--- config.mk ---
export PLATFORM = sky130hd
export DESIGN_NAME = led_cell
export DESIGN_NICKNAME = d
export VERILOG_FILES = /design/src/sv/levenshtein_edit_distance_assert.svh /design/src/sv/led_pkg.sv /design/src/sv/led_cell.sv
export SDC_FILE = /design/constraint.sdc
export NUM_CORES = 1
export LEC_CHECK = 0
export ABC_AREA = 1
export BUFFER_PORTS_ARGS = -buffer_cell sky130_fd_sc_hd__clkbuf_2
export CAP_MARGIN = 40
export CELL_PAD_IN_SITES_DETAIL_PLACEMENT = 0
export CELL_PAD_IN_SITES_GLOBAL_PLACEMENT = 1
export CORE_MARGIN = 8
export CORE_UTILIZATION = 33
export CTS_BUF_LIST = sky130_fd_sc_hd__clkbuf_16
export DETAILED_ROUTE_END_ITERATION = 16
export HOLD_SLACK_MARGIN = 0.1
export PLACE_DENSITY = 0.82
export SYNTH_ARGS = -nofsm -noshare
export SYNTH_HDL_FRONTEND = slang
export SYNTH_SLANG_ARGS = --single-unit
--- constraint.sdc ---
create_clock -name clk -period 3.6 [get_ports clk]
set_input_delay 0.54 -clock clk [delete_from_list [all_inputs] [get_ports clk]]
set_output_delay 0.54 -clock clk [all_outputs]
set_load 0.02 [all_outputs]
--- src/sv/levenshtein_edit_distance_assert.svh ---
// ----------------------------------------------------------------------------
// Assertion macros for the edit distance block.
// Each macro expands to one labeled concurrent assertion on the rising clock
// edge, disabled while the asynchronous reset is asserted.
// ----------------------------------------------------------------------------
`ifndef LEVENSHTEIN_EDIT_DISTANCE_ASSERT_SVH
`define LEVENSHTEIN_EDIT_DISTANCE_ASSERT_SVH

// The property must hold at every clock edge outside reset.
`define LED_ASSERT(lbl, clk, rst_n, prop, msg) \
	lbl: assert property (@(posedge clk) disable iff (!rst_n) (prop)) else $error(msg);

// The condition must never be true at a clock edge outside reset.
`define LED_ASSERT_NEVER(lbl, clk, rst_n, cond, msg) \
	lbl: assert property (@(posedge clk) disable iff (!rst_n) !(cond)) else $error(msg);

`endif

--- src/sv/led_pkg.sv ---
// ----------------------------------------------------------------------------
// led_pkg
// Shared types and codes of the edit distance block: transaction payloads,
// action codes and the control group that travels along the cell row.
// ----------------------------------------------------------------------------
`default_nettype none

package led_pkg;

	localparam int unsigned SYM_W  = 8;
	localparam int unsigned DIST_W = 7;

	localparam logic [1:0] ACT_FIRST  = 2'd0;
	localparam logic [1:0] ACT_SECOND = 2'd1;
	localparam logic [1:0] ACT_FINISH = 2'd2;

	typedef struct packed {
		logic [1:0]       action;
		logic [SYM_W-1:0] symbol;
	} req_t;

	typedef struct packed {
		logic [DIST_W-1:0] distance;
		logic              overflow;
	} rsp_t;

	// Control group handed from one cell to the next every cycle.
	typedef struct packed {
		logic             chr_vld;
		logic             tok;
		logic             ovf;
		logic [SYM_W-1:0] chr;
	} ctl_t;

endpackage

`default_nettype wire

--- src/sv/led_cell.sv ---
// ----------------------------------------------------------------------------
// led_cell
// One column of the distance row: holds one first-word character and its row
// entry, updates the entry for each passing second-word character and hands
// the new and old entries to its right neighbor.
// ----------------------------------------------------------------------------
`default_nettype none

module led_cell #(
	parameter int unsigned W   = 7,
	parameter int unsigned IDX = 1
) (
	input  wire                         clk,
	input  wire                         arst_n,
	input  wire                         load_we,
	input  wire [led_pkg::SYM_W-1:0]    load_sym,
	input  wire led_pkg::ctl_t          prev_ctl,
	input  wire [W-1:0]                 prev_newv,
	input  wire [W-1:0]                 prev_diag,
	input  wire [W-1:0]                 prev_dist,
	output led_pkg::ctl_t               next_ctl,
	output logic [W-1:0]                next_newv,
	output logic [W-1:0]                next_diag,
	output logic [W-1:0]                next_dist
);
	import led_pkg::*;

	localparam logic [W-1:0] D_RST = W'(IDX);

	logic [SYM_W-1:0] chr_q;
	logic             used_q;
	logic [W-1:0]     d_q;
	logic [W:0]       via_above;
	logic [W:0]       via_left;
	logic [W:0]       via_diag;
	logic [W:0]       best;
	logic [W-1:0]     best_w;

	assign via_above = {1'b0, d_q} + (W+1)'(1);
	assign via_left  = {1'b0, prev_newv} + (W+1)'(1);
	assign via_diag  = {1'b0, prev_diag} + (W+1)'(chr_q != prev_ctl.chr);

	always_comb begin
		best = (via_above < via_left) ? via_above : via_left;
		if (via_diag < best) begin
			best = via_diag;
		end
	end

	// A row entry never exceeds the longest word, so the top bit is zero.
	assign best_w = best[W-1:0];

	always_ff @(posedge clk or negedge arst_n) begin
		if (!arst_n) begin
			used_q   <= 1'b0;
			d_q      <= D_RST;
			next_ctl <= '0;
		end else begin
			next_ctl <= prev_ctl;
			if (prev_ctl.tok) begin
				used_q <= 1'b0;
				d_q    <= D_RST;
			end else begin
				if (load_we) begin
					used_q <= 1'b1;
				end
				if (prev_ctl.chr_vld && used_q) begin
					d_q <= best_w;
				end
			end
		end
	end

	// Unused cells pass their neighbor's values through; the last used cell
	// therefore leaves its own entry on the distance lane.
	always_ff @(posedge clk) begin
		if (load_we) begin
			chr_q <= load_sym;
		end
		next_newv <= used_q ? best_w : prev_newv;
		next_diag <= used_q ? d_q : prev_diag;
		next_dist <= used_q ? d_q : prev_dist;
	end

endmodule

`default_nettype wire

==> summary.md <==
| Metric | Value |
|---|---|
| Least-Margin Pin Slew | `773 ps` |
| DRT iter0 DRCs | `70` |
| Gpl congestion | `0.878` |
| Root buffer cell | `clkbuf_16` |
| Final-report max-slew violation count | `0` |
| Post-synth top flop | `dfxtp_1` |
| CTS tree | `built` |
| RSZ-0062 raised after global routing | `no` |
| Register bit total from synthesis | `48` |
| Power consumption | `0.00151 W` |
| Async set or reset register ratio after synthesis | `0.396` |
| Syn Nets | `369` |
| Reg clk slew, reported paths | `60 ps` |
| Final Hold Fails | `0` |
| Status | `complete, no violations` |
| Hold Path Class | `input port to async pin` |
| DP Wirelength | `5200 um` |
| Cell area after layout | `3220 um2` |
| Total CTS buffers | `5` |
| Largest fanout on the critical path | `11` |
| Synth top area cells | `dfrtp_1 18%, dfxtp_1 17%, nand2_1 14%` |
| Starting Density | `0.342` |
| Most frequent cell after synthesis | `nand2_1` |
| Number of global-route vias before repair | `2136` |
| Synthesis-to-layout area growth | `30.1%` |
| Hold_ws | `205 ps` |
| WL final | `6290 um` |
| Fill cells | `745` |
| Max clock buf depth | `2` |
| Crit. End Element | `flop` |
| Mapped Area | `2480 um2` |
| Fmax | `299 MHz` |
| R2r endpoint | `next_newv[5]` |
| Yosys top cell by area | `dfrtp_1` |
| PortBufs | `74` |
| Crit path time final | `3350 ps` |
| Share of cells above drive strength 1 | `0.280` |
| Crit path launch type | `flop` |
| CP required | `3730 ps` |
| Core ar. | `7250 um2` |
| Grt ovf | `0` |
| Vias per cell | `4.39` |
| Final worst-path cycle share | `0.930` |
| Accumulated negative setup slack | `0 ps` |
| Crit path DAT | `3480 ps` |
| N_diodes | `0` |
| Post-synth EDFFs | `8` |
| Clk_skew | `5.13 ps` |
| Avg Cell Area, Syn | `7.99 um2` |
| Largest net degree at the start of global routing | `26` |
| Initial antenna violation count | `0` |
| Area after DPL | `3010 um2` |
| Leakage | `1.68 nW` |
| Die Area | `10500 um2` |
| Routed Antenna Nets | `0` |
| Synth top area share | `0.182` |
| Finish-stage setup viols | `0` |
| Synth Instances | `310` |
| Worst Reg2Reg Path Length in Cells | `20` |
| Vias | `2174` |
| Worst slew margin | `0.485` |
| Synth cell types | `25` |
| First-pass DRT Iterations | `4` |
| Die span in y | `103 um` |
| Maximum VDD drop | `0.171 mV` |
| H-tree lvl count | `2` |
| Max-cap violations | `0` |
| Clock Sinks | `48` |
| Fin nets | `454` |
| Crit path kind | `flop to flop` |
| First-pass GRT wire length | `10300 um` |
| Drt drc | `0` |
| R2R setup slack | `250 ps` |
| I/O pins | `75` |
| GRT Overall Usage | `0.125` |
| Synthesis Warnings | `0` |
| Row count | `31` |
| Clock Latency Late Sink | `280 ps` |
| DR WL/cell | `12.7 um` |
| R2R Path Start | `d_q[0]` |
| DIE WIDTH | `103 um` |
| Top cells by count, synth | `94 x nand2_1, 37 x inv_1, 31 x nand3_1` |
| PwrDens | `468 nW/um2` |
| Sequential share of the synthesized area | `0.459` |
-- cells by family (layout without fill, tap and decap cells) --
kind of cell / Yosys count / in the layout / synth area share
compound gates: 31 / 31 / 0.0646
simple gates: 158 / 158 / 0.277
xor+xnor: 15 / 15 / 0.0530
buf+inv: 42 / 128 / 0.0651
fa+ha+maj: 16 / 16 / 0.0808
flops: 48 / 48 / 0.459
-- registers in the layout (all words and copies together) (netlist names) --
register   count
next_newv      7
chr_q          8
used_q         1
next_dist      7
d_q            7
next_ctl      11
next_diag      7
-- where the power goes --
group / internal (W) / switching [W] / leakage, nW
logic: 0.000166 / 0.000264 / 1.12
clock network: 0.000254 / 0.000192 / 0.0726
registers: 0.000601 / 0.0000290 / 0.488
-- layout make-up --
type,count,area (um2),area share
tap,99,124,0.0384
inverter,37,139,0.0431
clock inverter,3,16.3,0.00505
clock buffer,5,125,0.0388
multi-input combinational,220,1240,0.386
sequential,48,1140,0.353
timing repair buffer,83,438,0.136
-- per-layer routing --
layer | GRT usage | part of all wire | vias to the layer above
li1 | - | - | 1154
met1 | 0.156 | 0.45 | 968
met2 | 0.205 | 0.48 | 48
met3 | 0.0290 | 0.056 | 4
met4 | 0.0440 | 0.011 | 0
met5 | 0 | 0 | -
-- timing repair --
item,4_1_cts,5_1_grt
hold buffers,0,0
endpoints found under the setup margin,0,14
resized for setup,0,14
setup buffers,0,2
-- per-stage QoR --
step,util,setup WS [ps],std cells
after floorplan,-,276,310
after global placement,0.415,-18.1,485
after detailed placement,0.415,-34.6,485
after CTS,0.434,124,493
after global routing,0.444,0.415,495
final,0.444,251,495
-- cell usage in the layout (no fill, tap or decap), drive strengths merged --
| master | count |
|---|---|
| clkinv | 2 |
| nand4 | 1 |
| and2 | 1 |
| a21oi | 3 |
| dfxtp | 21 |
| xnor2 | 7 |
| dfrtp | 18 |
| a211oi | 1 |
| nand2 | 105 |
| dfstp | 1 |
| o21bai | 1 |
| nor2 | 18 |
| edfxtp | 8 |
| inv | 38 |
| o21ai | 26 |
| buf | 9 |
| ha | 16 |
| nand3 | 31 |
| clkbuf | 79 |
| nand3b | 1 |
| xor2 | 8 |
| or4 | 1 |
-- how the worst max path moves through the flow --
stage                      start            to  slack, ps  cells past startpoint
floorplan           prev_newv[0]  next_newv[0]        280                     23
global placement     prev_ctl[6]  next_newv[3]        -20                     19
detailed placement   prev_ctl[6]  next_newv[3]        -30                     19
CTS                       d_q[0]  next_newv[3]        120                     20
global route            chr_q[7]  next_newv[3]        0.4                     18
finish                    d_q[0]  next_newv[5]        250                     20
-- critical path, cell delays in order, from the launching register on --
cell,delay (ps)
dfstp_2,630
nand3_4,110
xor2_2,180
ha_1,320
nand2_1,70
inv_1,30
nand2_1,50
nand2_1,40
nand2_1,50
nand3_1,80
nand2_2,100
nand2_4,80
o21ai_0,290
ha_1,320
nand2_1,100
nor2_1,60
a211oi_2,140
buf_4,190
nand3_1,120
nand3_1,110
o21ai_0,110
No activity file was read; power rests on OpenSTA's default activity.
