`src/sv/levenshtein_edit_distance_assert.svh`:
```
// ----------------------------------------------------------------------------
// Assertion macros for the edit distance block.
// Each macro expands to one labeled concurrent assertion on the rising clock
// edge, disabled while the asynchronous reset is asserted.
// ----------------------------------------------------------------------------
`ifndef LEVENSHTEIN_EDIT_DISTANCE_ASSERT_SVH
`define LEVENSHTEIN_EDIT_DISTANCE_ASSERT_SVH

// The property must hold at every clock edge outside reset.
`define LED_ASSERT(lbl, clk, rst_n, prop, msg) \
	lbl: assert property (@(posedge clk) disable iff (!rst_n) (prop)) else $error(msg);

// The condition must never be true at a clock edge outside reset.
`define LED_ASSERT_NEVER(lbl, clk, rst_n, cond, msg) \
	lbl: assert property (@(posedge clk) disable iff (!rst_n) !(cond)) else $error(msg);

`endif

```
`src/sv/led_pkg.sv`:
```
// ----------------------------------------------------------------------------
// led_pkg
// Shared types and codes of the edit distance block: transaction payloads,
// action codes and the control group that travels along the cell row.
// ----------------------------------------------------------------------------
`default_nettype none

package led_pkg;

	localparam int unsigned SYM_W  = 8;
	localparam int unsigned DIST_W = 7;

	localparam logic [1:0] ACT_FIRST  = 2'd0;
	localparam logic [1:0] ACT_SECOND = 2'd1;
	localparam logic [1:0] ACT_FINISH = 2'd2;

	typedef struct packed {
		logic [1:0]       action;
		logic [SYM_W-1:0] symbol;
	} req_t;

	typedef struct packed {
		logic [DIST_W-1:0] distance;
		logic              overflow;
	} rsp_t;

	// Control group handed from one cell to the next every cycle.
	typedef struct packed {
		logic             chr_vld;
		logic             tok;
		logic             ovf;
		logic [SYM_W-1:0] chr;
	} ctl_t;

endpackage

`default_nettype wire

```
`src/sv/led_head.sv`:
```
// ----------------------------------------------------------------------------
// led_head
// Front of the cell row: keeps both word lengths and the overflow flag,
// steers first-word characters into their cells and launches second-word
// characters and the finish token into the row.
// ----------------------------------------------------------------------------
`default_nettype none

module led_head #(
	parameter int unsigned MAX_LEN = 64,
	parameter int unsigned W       = 7
) (
	input  wire                         clk,
	input  wire                         arst_n,
	input  wire                         take,
	input  wire led_pkg::req_t          req,
	output logic [MAX_LEN-1:0]          load_we,
	output logic [led_pkg::SYM_W-1:0]   load_sym,
	output led_pkg::ctl_t               next_ctl,
	output logic [W-1:0]                next_newv,
	output logic [W-1:0]                next_diag,
	output logic [W-1:0]                next_dist
);
	import led_pkg::*;

	localparam logic [W-1:0] LEN_MAX = W'(MAX_LEN);

	logic [W-1:0]       first_len_q;
	logic [W-1:0]       sec_len_q;
	logic               ovf_q;
	logic [MAX_LEN-1:0] we_d;
	logic               do_load;
	logic               do_char;

	// One-hot select of the cell that takes the next first-word character.
	always_comb begin
		for (int k = 0; k < MAX_LEN; k++) begin
			we_d[k] = (first_len_q == W'(k));
		end
	end

	assign do_load = take && (req.action == ACT_FIRST) && (sec_len_q == '0)
		&& (first_len_q != LEN_MAX);
	assign do_char = take && (req.action == ACT_SECOND) && (sec_len_q != LEN_MAX);

	always_ff @(posedge clk or negedge arst_n) begin
		if (!arst_n) begin
			first_len_q <= '0;
			sec_len_q   <= '0;
			ovf_q       <= 1'b0;
			load_we     <= '0;
			next_ctl    <= '0;
		end else begin
			load_we          <= do_load ? we_d : '0;
			next_ctl.chr_vld <= do_char;
			next_ctl.tok     <= take && (req.action == ACT_FINISH);
			if (take) begin
				case (req.action)
					ACT_FIRST: begin
						if (sec_len_q == '0) begin
							if (first_len_q == LEN_MAX) begin
								ovf_q <= 1'b1;
							end else begin
								first_len_q <= first_len_q + W'(1);
							end
						end
					end
					ACT_SECOND: begin
						if (sec_len_q == LEN_MAX) begin
							ovf_q <= 1'b1;
						end else begin
							next_ctl.chr <= req.symbol;
							sec_len_q    <= sec_len_q + W'(1);
						end
					end
					ACT_FINISH: begin
						// The token clears each cell as it passes.
						next_ctl.ovf <= ovf_q;
						first_len_q  <= '0;
						sec_len_q    <= '0;
						ovf_q        <= 1'b0;
					end
					default: begin
					end
				endcase
			end
		end
	end

	always_ff @(posedge clk) begin
		if (do_load) begin
			load_sym <= req.symbol;
		end
		if (do_char) begin
			next_newv <= sec_len_q + W'(1);
			next_diag <= sec_len_q;
		end
		if (take && (req.action == ACT_FINISH)) begin
			next_dist <= sec_len_q;
		end
	end

endmodule

`default_nettype wire

```
`config.mk`:
```
export PLATFORM = sky130hd
export DESIGN_NAME = led_head
export DESIGN_NICKNAME = d
export VERILOG_FILES = /design/src/sv/levenshtein_edit_distance_assert.svh /design/src/sv/led_pkg.sv /design/src/sv/led_head.sv
export SDC_FILE = /design/constraint.sdc
export NUM_CORES = 1
export LEC_CHECK = 0
export ABC_CLOCK_PERIOD_IN_PS = 4250
export BUFFER_PORTS_ARGS = -buffer_cell sky130_fd_sc_hd__buf_2
export CAP_MARGIN = 20
export CORE_ASPECT_RATIO = 0.75
export CORE_MARGIN = 5
export CORE_UTILIZATION = 55
export DETAILED_ROUTE_END_ITERATION = 6
export GPL_TIMING_DRIVEN = 0
export PLACE_DENSITY_LB_ADDON = 0.15
export SLEW_MARGIN = 25
export SYNTH_ARGS = -nofsm -noshare
export SYNTH_HDL_FRONTEND = slang
export SYNTH_SLANG_ARGS = --single-unit
export TNS_END_PERCENT = 30
```
`constraint.sdc`:
```
create_clock -name clk -period 4.25 [get_ports clk]
set_input_delay 0.2125 -clock clk [delete_from_list [all_inputs] [get_ports clk]]
set_output_delay 0.2125 -clock clk [all_outputs]
set_load 0.01 [all_outputs]
```
==> results of run 1 <==
-- cell type report --
type                            instances  area (µm²)  share of cell area [%]
Clock buffer                           22         495                    8.67
Sequential cell                       119        3120                    54.6
Buffer                                 15        63.8                    1.12
Tap cell                              101         126                    2.21
Timing Repair Buffer                  126         709                    12.4
Multi-Input combinational cell        193        1040                    18.3
Inverter                               11        41.3                   0.722
Clock inverter                         10         114                    1.99
-- sequential cells by signal, summed over array words and instances (netlist names) --
signal and cells:
next_ctl 11, load_we 64, next_dist 7, sec_len_q 7
next_diag 7, load_sym 8, next_newv 7, first_len_q 7
ovf_q 1
-- kinds of logic after synthesis --
kind of cell    Yosys count  share of synthesized area [%]
compound gates           27                           4.71
flops                   119                           73.1
xor+xnor                  4                          0.820
simple gates            155                           16.9
fa+ha+maj                 6                           1.76
buf+inv                  26                           2.46
mux                       1                          0.264
-- layer usage --
metal / vias to the layer above / global-route usage [%] / wire length, µm
met5: - / 0 / 0
met4: 0 / 8.73 / 93
met3: 6 / 7.61 / 754
met2: 122 / 33.0 / 4480
met1: 1459 / 27.4 / 4180
li1: 1436 / - / -
-- power breakdown --
| group | leakage, nW | internal [mW] | switching, mW | total, mW |
|---|---|---|---|---|
| logic | 1.05 | 0.172 | 0.295 | 0.467 |
| clock network | 0.298 | 0.933 | 0.485 | 1.42 |
| registers | 1.50 | 1.28 | 0.0749 | 1.36 |
-- worst paths after layout --
check                              from              to  slack [ns]  cells after the start
max in group asynchronous        arst_n    sec_len_q[3]        3.59                      3
min in group clk                 req[9]  first_len_q[1]        0.10                      2
min                              arst_n     load_we[62]        0.09                      2
max reg2reg                sec_len_q[0]     load_sym[7]        1.51                      5
max                        sec_len_q[0]     load_sym[7]        1.51                      5
min reg2reg                 next_ctl[0]     next_ctl[0]        0.47                      2
-- critical path, stage by stage, from the launching register on --
cell and delay, ns:
dfrtp_1 0.47, inv_1 0.12, ha_1 0.18, nor4b_1 0.69, o2111ai_1 0.27, nor2_1 0.63
-- placed cells by master, fill, tap and decap left out, drive strengths merged, types with 2 or more instances in the layout --
cell type / count
clkbuf: 31
nand3b: 4
and3: 3
o31ai: 5
nand2b: 2
clkinvlp: 2
nand4: 3
nor2: 66
inv: 12
dlygate4sd3: 10
or3: 2
nor4: 2
dfrtp: 90
or4b: 2
nor2b: 5
bufinv: 2
nor3: 3
xnor2: 4
or3b: 3
buf: 122
ha: 6
nor3b: 2
clkinv: 5
nand2: 46
nand3: 9
o211ai: 7
o2111ai: 2
o21ai: 3
edfxtp: 29
-- metrics by stage --
stage               std cells  hold slack, ns
detailed placement        555          0.0390
CTS                       597          0.0667
floorplan                 338         -0.0831
global route              597          0.0775
finish                    597          0.0860
global placement          554           0.404
==> flow_summary.json, run 1 <==
{
  "tns_ns": 0,
  "core_um2": 7470,
  "overflow": 0,
  "ys_seq_area_share_pct": 73.1,
  "antenna_left": 0,
  "synth.most_common_cell": "dfrtp_1",
  "syn_area_per_cell_um2": 12.6,
  "cellLeakagePower_nw": 2.85,
  "drive_gt1_share_pct": 32.5,
  "fin_skew_ns": 0.00914,
  "vias": 3023,
  "worst_slew_pin_slew_ns": 0.836,
  "fin_ws_ns": 1.51,
  "start_util_pct": 57.2,
  "place_hpwl_um": 6240,
  "synth_nets": 357,
  "async_reset_ff_share_pct": 75.6,
  "cp_data_arrival_time_ns": 2.86,
  "clk_latency_ns": 0.50,
  "dr.pass1.iters": 5,
  "ys_ff_latch": 119,
  "grt_max_degree": 79,
  "viasPerCell": 5.06,
  "fin_crit_sh_pct": 64.4,
  "critical_path_class": "reg -> reg",
  "cp_max_fo": 8,
  "stdcell_area_um2": 5720,
  "final_nets": 502,
  "ir_worst_vdd_uv": 359,
  "cts_htree_levels": 4,
  "final-setup-viol-count": 0,
  "placed_area_um2": 5010,
  "yosys.cell_types.count": 41,
  "fp.dieArea_um2": 9650,
  "rows": 27,
  "post-cts-setup-buffers": 0,
  "wl_um": 9510,
  "hold_class": "in -> async",
  "track_usage_pct": 21.2,
  "diodes": 0,
  "post_synth_inst_count": 338,
  "critical_path_required_ns": 4.38,
  "port_buffers": 115,
  "status": "completed",
  "ys_warn_count": 0,
  "wire_per_inst_um": 15.9,
  "syn_to_final_growth_pct": 33.8,
  "antenna_found_initial": 0,
  "powerDensity_nw_per_um2": 567,
  "cts_hold_buf": 10,
  "synth-edff-count": 29,
  "finalPower_mw": 3.24,
  "slew_viol_final": 0,
  "place_ws_ns": 1.57,
  "rsz0062_at_grt": "false",
  "max_clock_freq_ghz": 0.365,
  "io-pin-count": 117,
  "cts_tree": "yes",
  "syn_area_um2": 4270,
  "finalHoldViolations": 0,
  "grt_pass1_wl_um": 15600,
  "cap_violations": 0,
  "crit_path_start_kind": "flip-flop",
  "drtIter0Drc": 114,
  "nFillCells": 489,
  "ys.flop_type": "dfrtp_1",
  "slew_headroom_pct": 43.5,
  "place.gp.congestion": 0.827,
  "drc": 0,
  "cts_sinks": 119,
  "die_w_um": 112,
  "yosys-top-cells-count": "dfrtp_1 (90), nor2_1 (66), nand2_1 (46)",
  "crit_path_end_kind": "flip-flop",
  "die_h_um": 86.3,
  "cts_buffers": 17,
  "final_util_pct": 76.6,
  "synthTopCellsByArea": "dfrtp_1 (53%), edfxtp_1 (20%), nor2_1 (5.8%), nand2_1 (4.0%), ha_1 (1.8%)",
  "root_buffer": "clkbuf_8",
  "ctsResizeCount": 0,
  "grt_pass1_vias": 3088,
  "clk_pin_slew_ns": 0.06,
  "cts_buffer_depth": 2,
  "yosys.area.top_type": "dfrtp_1",
  "fin_crit_ns": 2.74,
  "yosysTopAreaCellShare_pct": 52.7
}
Power figures use the tool's default switching activity.
==> inputs of run 2 (changes only) <==
--- a/config.mk
+++ b/config.mk
@@ -5,12 +5,12 @@
 export SDC_FILE = /design/constraint.sdc
 export NUM_CORES = 1
 export LEC_CHECK = 0
-export ABC_CLOCK_PERIOD_IN_PS = 4250
+export ABC_CLOCK_PERIOD_IN_PS = 2250
 export BUFFER_PORTS_ARGS = -buffer_cell sky130_fd_sc_hd__buf_2
 export CAP_MARGIN = 20
 export CORE_ASPECT_RATIO = 0.75
 export CORE_MARGIN = 5
-export CORE_UTILIZATION = 55
+export CORE_UTILIZATION = 46
 export DETAILED_ROUTE_END_ITERATION = 6
 export GPL_TIMING_DRIVEN = 0
 export PLACE_DENSITY_LB_ADDON = 0.15
==> constraint.sdc (replaced) <==
create_clock -name clk -period 2.25 [get_ports clk]
set_input_delay 0.1125 -clock clk [delete_from_list [all_inputs] [get_ports clk]]
set_output_delay 0.1125 -clock clk [all_outputs]
set_load 0.01 [all_outputs]
==> run 2 against run 1 <==
Die area up 17%. Combinational power grew 120%. Largest power group unchanged. Maximum frequency is 25% higher. Worst hold slack improved by 0.0059 ns. Clock skew is 0.0019 ns lower. Global-route usage shrank 3.2 points. Register-to-register slack got worse by 1.5 ns. Sequential power up 88%. Count of clock-buffer cells in the layout grew 3.
==> flow_summary.json, run 2 (synthesized netlist as in run 1, its figures left out) <==
{
  "status": "completed",
  "cts_htree_levels": 4,
  "max_clock_freq_ghz": 0.457,
  "grt_pass1_vias": 3004,
  "place_ws_ns": -0.474,
  "finalPower_mw": 6.31,
  "fin_skew_ns": 0.00725,
  "cellLeakagePower_nw": 2.93,
  "track_usage_pct": 18.0,
  "syn_to_final_growth_pct": 37.7,
  "vias": 3017,
  "cp_max_fo": 5,
  "crit_path_start_kind": "flip-flop",
  "cap_violations": 0,
  "crit_start": "sec_len_q[0]",
  "largest_register": "load_we",
  "reg.largest.list": "load_we (64), next_ctl (11), load_sym (8)",
  "final_cell_mix": "buf_2 (116), dfrtp_1 (88), nor2_1 (65)",
  "nFillCells": 694,
  "drive_gt1_share_pct": 35.2,
  "critical_path_class": "reg -> reg",
  "critical_path_required_ns": 2.56,
  "cts_buffer_depth": 2,
  "slew_viol_final": 0,
  "diodes": 0,
  "port_buffers": 115,
  "powerDensity_nw_per_um2": 1070,
  "hold_depth": 3,
  "viasPerCell": 4.80,
  "p_int_mw": 4.66,
  "hold_class": "in -> reg",
  "cp_data_arrival_time_ns": 2.49,
  "rr_startpoint": "sec_len_q[0]",
  "start_util_pct": 47.2,
  "antenna_left": 0,
  "clk_pin_slew_ns": 0.05,
  "dr.pass1.iters": 4,
  "cts_tree": "yes",
  "rows": 30,
  "largest_register_ffs": 64,
  "seqPwrFrac_pct": 40.6,
  "drtIter0Drc": 229,
  "grt_max_degree": 59,
  "crit_path_end_kind": "flip-flop",
  "fin_crit_sh_pct": 97.2,
  "core_um2": 9050,
  "fp.dieArea_um2": 11300,
  "fin_ws_ns": 0.0634,
  "place.gp.congestion": 0.762,
  "netSwitchingFraction_pct": 26.1,
  "final_nets": 506,
  "reg2reg_depth": 6,
  "hold_slack_ns": 0.0919,
  "ir_worst_vdd_uv": 842,
  "dp.cells": 582,
  "final-setup-viol-count": 0,
  "rsz0062_at_grt": "true",
  "wire_per_inst_um": 15.4,
  "wl_um": 9690,
  "die_h_um": 93.5,
  "io-pin-count": 117,
  "critPathSlowestCell": "or4b_4",
  "fin_crit_ns": 2.19,
  "p_switching_mw": 1.64,
  "min_from": "req[8]",
  "grt_pass1_wl_um": 15600,
  "critPathMaxStageDelay_ns": 0.50,
  "cts_sinks": 119,
  "worst_slew_pin_slew_ns": 0.517,
  "slew_headroom_pct": 65.5,
  "finalHoldViolations": 0,
  "combPwrFrac_pct": 16.5,
  "overflow": 0,
  "antenna_found_initial": 0,
  "place_hpwl_um": 6530,
  "final_common_cell": "buf_2",
  "stdcell_count": 628,
  "root_buffer": "clkbuf_16",
  "clk_latency_ns": 0.40,
  "crit_chain": "inv_1, ha_2, or4b_4, or3_4, o21bai_2, o31ai_2",
  "die_w_um": 121,
  "drc": 0,
  "pwr-share-clk_pct": 42.9,
  "cts_buffers": 17
}
[run 2: cell count changes in the layout (fill, tap and decap cells not counted), moves of 2 or more]
cell / change
buf_2: -4
buf_4: +7
buf_6: +2
clkinv_4: -2
dfrtp_1: -2
dfrtp_2: +2
o2111ai_1: -2
[run 2: layer usage]
layer	routed length (µm)	GRT usage [%]	up-vias
li1	-	-	1437
met1	4580	25.5	1486
met2	4480	26.1	85
met3	531	5.20	9
met4	91	7.56	0
met5	0	0	-
[run 2: worst max-delay path: cells and delay by family (launching register included)]
family,cells,cell delay [ns]
and+or+nand+nor,2,0.90
AOI/OAI and AO/OA,2,0.45
DFF,1,0.44
adders and majority gates,1,0.20
buffers and inverters,1,0.10
[run 2: layout make-up]
class	count	area, µm²	share of cell area (%)
clock inverter	7	90.1	1.53
inverter	11	41.3	0.702
sequential	119	3130	53.1
multi-input combinational	193	1120	19.1
clock buffer	25	517	8.79
tap	128	160	2.72
buffer	13	71.3	1.21
timing repair buffer	132	754	12.8
[run 2: stage by stage]
stage / utilization [%] / area [µm²] / setup TNS (ns)
after global routing: 65.0 / 5880 / -0.613
final: 65.0 / 5880 / 0
after floorplan: - / 4270 / 0
after CTS: 64.1 / 5800 / -0.0357
after global placement: 55.4 / 5010 / -16.95
after detailed placement: 55.7 / 5040 / -18.54
[run 2: power groups by stage]
stage	Combinational [mW]	Clock [mW]	Sequential, mW
detailed placement	0.864	0	2.59
global placement	0.840	0	2.59
global route	1.15	2.86	2.58
finish	1.04	2.70	2.56
floorplan	0.489	0	2.62
CTS	0.937	2.74	2.57
[run 2: timing repair]
action                     CTS  global route
hold buffers                10             0
hold endpoints to repair   107             0
resized for setup           11            13
setup endpoints to repair   86            78
buffers inserted             0             6
pin swaps                    1             3
[run 2: worst paths after layout]
kind	to	slack [ns]
max	first_len_q[2]	0.06
min	sec_len_q[6]	0.09
max reg2reg	first_len_q[2]	0.06
min reg2reg	next_ctl[4]	0.47
max in group asynchronous	sec_len_q[1]	1.47
min in group asynchronous	load_we[12]	0.17
